===== config.mk =====
export PLATFORM = sky130hd
export DESIGN_NAME = lln_ram
export DESIGN_NICKNAME = d
export VERILOG_FILES = /design/src/hw/rtl/lln_ram.sv
export SDC_FILE = /design/constraint.sdc
export NUM_CORES = 1
export LEC_CHECK = 0
export BUFFER_PORTS_ARGS = -buffer_cell sky130_fd_sc_hd__buf_4
export CELL_PAD_IN_SITES_DETAIL_PLACEMENT = 0
export CELL_PAD_IN_SITES_GLOBAL_PLACEMENT = 1
export CORE_UTILIZATION = 49
export CTS_CLUSTER_SIZE = 28
export DETAILED_ROUTE_END_ITERATION = 12
export PLACE_DENSITY_LB_ADDON = 0.12
export SLEW_MARGIN = 10
export SYNTH_ARGS = -nofsm -noshare
export SYNTH_HDL_FRONTEND = slang
export SYNTH_SLANG_ARGS = --single-unit

===== constraint.sdc =====
create_clock -name clk -period 6 [get_ports clk]
set_clock_uncertainty 0.2 [all_clocks]
set_input_delay 0.6 -clock clk [delete_from_list [all_inputs] [get_ports clk]]
set_output_delay 0.6 -clock clk [all_outputs]
set_load 0.005 [all_outputs]

===== src/hw/rtl/lln_ram.sv =====
// Generic single-write, single-read RAM with a registered read port.
module lln_ram #(
    parameter int WIDTH = 64,
    parameter int DEPTH = 8,
    parameter int AW = (DEPTH > 1) ? $clog2(DEPTH) : 1
) (
    input  logic             clk,
    input  logic             we,
    input  logic [AW-1:0]    waddr,
    input  logic [WIDTH-1:0] wdata,
    input  logic             re,
    input  logic [AW-1:0]    raddr,
    output logic [WIDTH-1:0] rdata
);

    logic [WIDTH-1:0] mem [DEPTH];

    always_ff @(posedge clk)
    begin
        if (we)
        begin
            mem[waddr] <= wdata;
        end
        if (re)
        begin
            rdata <= mem[raddr];
        end
    end

endmodule


== Word-level counts from Yosys, hierarchy flattened ==
Memories as Yosys holds them, arrays and structs flattened. A register that Yosys moved wholly into a read port is not among the register bits.
Cells that the tools add are included.

* Bits in registers: 0
* Memory bits (writable): 512
* Input port bits: 73
* Output and inout port bits: 64
* Memories: 1

* Mux-type cells: 2

{| class="wikitable"
|+ Memories
! name !! depth !! bits a word !! rd ports !! clocked after memory_dff !! write ports !! RTL line !! text
|-
| mem || 8 || 64 || 1 || 1 || 1 || 16 || <nowiki>logic [WIDTH-1:0] mem [DEPTH];</nowiki>
|}

{| class="wikitable"
|+ Operator list
! kind !! count
|-
| $mux 1 || 2
|}

== Logic depth before layout (Yosys ltp) ==
Gate-level depths: netlist of run 1.

* Depth in word-level cells: 2
* Gate-level depth with buffers: 4
* Mapped depth without buffers: 2

== Worst setup path before layout of run 1 ==
OpenSTA, ideal clock, no wires.

* Path kind: input -> register
* Start: input waddr[2]
* End: memory mem[0][0] (enable)
* Library setup time: 0.565 ns
* Arrival: 5.130 ns
* Data required time: 5.235 ns
* Slack: 0.104 ns
* Stages: 2
* Path buffers: 0
* Cells stage by stage: nand2b_1 nor3_1

{| class="wikitable"
|+ RTL lines
! what !! RTL line !! text
|-
| start: declaration || 9 || <nowiki>input logic [AW-1:0] waddr,</nowiki>
|-
| end: declaration || 16 ||
|}

Straight into the memory's write port.

==> impl_results.md, run 1 <==
- Area growth syn-to-layout: 16.10%
- Core area: 0.04232 mm2
- Net Switching: 1.654 mW
- Peak VDD IR: 0.2046 mV
- Die ar.: 0.04408 mm2
- Drt pass-1 iters: 5
- Syn avg cell area: 25.97 um2
- Placement Setup Slack: 2.725 ns
- Met2 wire length: 19,900 um
- Avg WL per Cell: 24.18 um
- Final wirelength: 38,940 um
- Slew HR: 24.57%
- Fmax: 391.0 MHz
- Fin area: 0.02460 mm2
- Mapped cell area: 0.02119 mm2
- Crit start category: input port
- Post-synthesis cell count: 816
- PD cells: 340.2 mW/mm2
- H-tree Lvls: 2
- Post-DRT Antenna Nets: 0
- Wl on met1: 16,550 um
- Clock transition at path regs: 0.06 ns
- Vias: 8,788
- Flops & latches, synth: 576
- Max Cap Viol: 0
- Yosys top cell by area: edfxtp_1
- Clk Latency, worst-skew pair: 0.59 ns
- Lkg Pwr: 7.936 nW
- Post-CTS Setup Bufs: 0
- Synth Flop Type: edfxtp_1
- Most frequent cell after synthesis: edfxtp_1
- Gr usage total: 18.27%
- RePlAce Congestion: 0.6817
- Root buffer cell: clkbuf_16
- Asr flop ratio synth: 0%
- Final Hold Fails: 0
- PnR worst setup slack: 3.443 ns
- CTS hold repair buffers: 0
- Worst Path Class, Setup: in -> reg
- Initial DRC count: 591
- Clk sinks: 576
- Boundary Pins: 137
- Final layout net count: 1,062
- Clock power share: 39.3%
- Vias in the first global route: 9,313
- Register area share after synthesis: 81.63%
- Worst-margin pin slew: 1.132 ns
- RSZ-0062 raised after global routing: no
- Top cells by area, synth: edfxtp_1 82%, mux4_2 14%, mux2_2 3.4%
- Die H: 209.9 um
- Unique cell type count in the Yosys netlist: 12
- Yosys warns: 0
- Critical path data required time: 6.13 ns
- Critical path endpoint category: flip-flop
- CTS resizes: 0
- Routed vias/inst: 5.458
- Setup tns final: 0 ns
- FP Rows: 75
- Initial Utilization: 50.06%
- Post-synth top area share: 81.63%
- Slew Viols, Final: 0
- Gate power share: 5.2%
- Post-synth EDFFs: 576
- DR WL met3: 1790 um
- Largest net degree at the start of global routing: 129
- Post-layout min period: 2.557 ns
- Final setup viols: 0
- Seq pwr share: 55.5%
- Switch share: 19.76%
- Area occupied by multi-input gates: 0.003717 mm2
- Clk buf depth: 3
- Final worst path period share: 42.62%
- Layout cells sized above 1: 40.45%
- TritonCTS clock tree: yes
- Initial antenna violation count: 2
- Global-route wire length before repair: 58,070 um
- Register area: 0.01730 mm2
- Drc violations: 0
- Total grt overflow: 0
- Outcome: complete, no violations
- HPWL Detailed: 19,410 um
- Die Width: 209.9 um
- Top cells by count, synth: 576 x edfxtp_1, 128 x mux4_2, 64 x mux2_2, 11 x buf_6
- Hold/Removal Path Class: in -> reg
- Crit-path max FO: 71
- Max Used Layer: met5
- Post-Route Hold Slack: 0.03601 ns
- DP Area: 0.02289 mm2
- CTS Buf Count: 56
- Critical Path AT: 2.69 ns
- Internal: 6.716 mW
- Input/output buffers: 136
- Post-synth net total: 889
- Fillers: 3,068
## placed cells by master (no fill, tap or decap)
master	instances
clkinv_2	6
clkbuf_16	57
clkbuf_8	1
nand2b_1	3
buf_12	2
nor2_4	6
mux4_2	128
edfxtp_1	576
clkbuf_1	13
bufinv_16	4
clkinv_1	20
diode_2	2
mux2_2	64
nor3_2	2
buf_4	147
nand2_1	2
## final cells by class
type	count	share of cell area [%]
Antenna cell	2	0.02035
Timing Repair Buffer	150	4.705
Clock buffer	70	5.997
Tap cell	577	2.935
Sequential cell	576	70.32
Multi-Input combinational cell	205	15.11
Clock inverter	30	0.9156
## power groups by stage
stage / sequential (mW) / clock [mW] / combinational [mW]
final: 4.64 / 3.29 / 0.436
after global routing: 4.65 / 3.52 / 0.475
after detailed placement: 4.73 / 0 / 0.449
after floorplan: 4.72 / 0 / 0.238
after global placement: 4.73 / 0 / 0.443
after CTS: 4.64 / 3.37 / 0.450
## sequential cells by signal, indices dropped and copies added (netlist names)
signal / cells
mem: 512
rdata: 64
## cells by family (layout without fill, tap and decap cells)
kind of cell	Yosys count	after routing	share of synthesized area (%)
buf+inv	35	250	1.081
other cells	0	2	0
simple gates	13	13	0.2776
flops	576	576	81.63
mux	192	192	17.01
## path summary, 6_finish.rpt
kind | start | end | slack, ns | cells past startpoint
worst max-delay path | raddr[0] | rdata[5] | 3.44 | 4
worst min-delay path | wdata[8] | mem[5][8] | 0.04 | 1
worst max register to register | mem[7][22] | rdata[22] | 4.42 | 2
worst min register to register | mem[6][29] | rdata[29] | 0.56 | 2
## per-stage QoR
stage	total power [mW]	utilization (%)	instances
after floorplan	4.958	-	816
after global placement	5.168	54.09	1508
after detailed placement	5.177	54.09	1508
after CTS	8.464	58.11	1608
after global routing	8.642	58.11	1608
final	8.369	58.12	1610
## critical path, cell delays in order
cell,delay (ns)
clkbuf_8,0.69
buf_12,0.52
mux4_2,0.56
mux2_2,0.28
## routing by layer
metal	GRT usage [%]	vias to the layer above
li1	-	3858
met1	24.53	4694
met2	30.83	182
met3	3.337	52
met4	5.412	2
met5	0	-
(Power assumes the default switching activity.)
==> inputs of run 2 (changes only) <==
- CORE_UTILIZATION: 49 -> 54
- clock period: 6 -> 2.5 ns (I/O delays scaled with it)
==> impl_results.md, run 2 (synthesis results as in run 1) <==
- Outcome: complete, no violations
- Input/output buffers: 136
- Post-DRT Antenna Nets: 0
- Final worst path period share: 67.16%
- TritonCTS clock tree: yes
- Final layout net count: 1,136
- Peak VDD IR: 0.6218 mV
- Initial antenna violation count: 1
- Slew Viols, Final: 0
- Final Hold Fails: 0
- Critical Path AT: 1.23 ns
- RePlAce Congestion: 0.6723
- Fmax: 595.6 MHz
- H-tree Lvls: 2
- Final wirelength: 40,350 um
- CP Buf/Inv Count: 1
- Crit-path cells: buf_4
- Crit-path max FO: 1
- CTS Buf Count: 56
- Avg WL per Cell: 24.80 um
- Slowest-stage cell, CP: edfxtp_1
- Initial Utilization: 54.82%
- Reg2reg start: mem[4][6]
- Min-delay src: re
- Vias: 9,212
- Max reg flops: 512
- Drc violations: 0
- Core area: 0.03865 mm2
- Vias in the first global route: 10.05k
- Drt pass-1 iters: 5
- Total grt overflow: 0
- Critical Path Max Stage Delay: 0.46 ns
- Hold Path Depth: 2
- Area growth syn-to-layout: 20.58%
- Clock transition at path regs: 0.06 ns
- Clk Latency, worst-skew pair: 0.59 ns
- RSZ-0062 raised after global routing: no
- Boundary Pins: 137
- Fin area: 0.02555 mm2
- Root buffer cell: clkbuf_16
- Slew HR: 64.55%
- Die H: 200.1 um
- Commonest non-fill, non-tap cell in the layout: edfxtp_1
- Gr usage total: 21.18%
- CTS resizes: 0
- Layout cells sized above 1: 39.53%
- Hold/Removal Path Class: in -> reg
- HPWL Detailed: 20,330 um
- Max Cap Viol: 0
- Register with the most flip-flops: mem
- Global-route wire length before repair: 60,350 um
- FP Rows: 72
- Initial DRC count: 578
- CP top delay family: flip-flops
- PD cells: 796.2 mW/mm2
- Crit start category: flip-flop
- DP Area: 0.02315 mm2
- Critical path endpoint category: output pin
- Die ar.: 0.04003 mm2
- R2R Path End: rdata[6]
- Reg2reg setup slack: 0.90 ns
- Worst-margin pin slew: 0.5317 ns
- Commonest cells after routing, fill and taps aside: 576 x edfxtp_1, 139 x buf_4, 128 x mux4_2
- Lkg Pwr: 8.364 nW
- Hold worst-path end: rdata[7]
- Final setup viols: 0
- Critical path data required time: 2.05 ns
- Worst Reg-to-Reg Cells: 2
- Biggest regs: mem x512, rdata x64
- Largest net degree at the start of global routing: 65
- Overall Power: 20.34 mW
- Die Width: 200.1 um
- Worst Path Class, Setup: reg -> out
- Clk buf depth: 3
- Routed vias/inst: 5.662
- Post-layout min period: 1.679 ns
- Clk sinks: 576
==> run 2: cell count changes in the layout (fill, tap and decap cells not counted), moves of 2 or more <==
cell / before / now
dlygate4sd3_1: 0 / 64
buf_12: 2 / 19
clkinv_2: 6 / 11
clkinv_1: 20 / 14
nor3_4: 0 / 2
nor3_2: 2 / 0
inv_6: 0 / 2
buf_4: 147 / 139
==> run 2: stage by stage <==
| step | hold slack (ns) | setup WS [ns] | utilization (%) | setup TNS [ns] | std cells |
|---|---|---|---|---|---|
| final | 0.05107 | 0.8209 | 66.11 | 0 | 1627 |
| after global routing | 0.05181 | 0.7699 | 66.11 | 0 | 1627 |
| after CTS | 0.04395 | 0.7913 | 66.10 | 0 | 1626 |
| after detailed placement | 0.2834 | 0.3987 | 59.89 | 0 | 1459 |
| after global placement | 0.2727 | 0.4265 | 59.89 | 0 | 1459 |
| after floorplan | 0.1489 | -0.2248 | - | -74.95 | 816 |
==> run 2: worst max-delay path by stage <==
stage	start	end	slack (ns)	cells past startpoint
2_1_floorplan	waddr[2]	mem[1][0]	-0.22	2
3_3_place_gp	raddr[0]	rdata[25]	0.43	4
3_5_place_dp	raddr[0]	rdata[23]	0.40	4
4_1_cts	rdata[31]	rdata[31]	0.79	1
5_1_grt	rdata[31]	rdata[31]	0.77	1
6_report	rdata[20]	rdata[20]	0.82	1
==> run 2: repair_timing <==
| item | 4_1_cts | 5_1_grt |
|---|---|---|
| setup buffers | 0 | 0 |
| endpoints found under the hold margin | 512 | 0 |
| hold buffers | 64 | 0 |
==> run 2: area by class of cell <==
| class | instances | area (um2) |
|---|---|---|
| Multi-Input combinational cell | 205 | 3754 |
| Antenna cell | 1 | 2.502 |
| Tap cell | 518 | 648.1 |
| Sequential cell | 576 | 17300 |
| Fill cell | 2398 | 13100 |
| Clock inverter | 33 | 282.8 |
| Clock buffer | 70 | 1475 |
| Timing Repair Buffer | 224 | 2090 |
==> run 2: report_power, final <==
part / switching [mW] / internal, mW / total (mW) / leakage, nW
Clock: 3.33 / 4.68 / 8.01 / 0.863
Combinational: 0.546 / 0.642 / 1.19 / 2.22
Sequential: 0.105 / 11.0 / 11.1 / 5.28
Total: 3.98 / 16.4 / 20.3 / 8.36
==> run 2: per-layer routing <==
metal	GRT usage (%)	routed length, um	vias up
li1	-	-	4010
met1	27.79	16390	4891
met2	36.42	21060	251
met3	3.663	2040	60
met4	6.757	862	0
met5	0	0	-
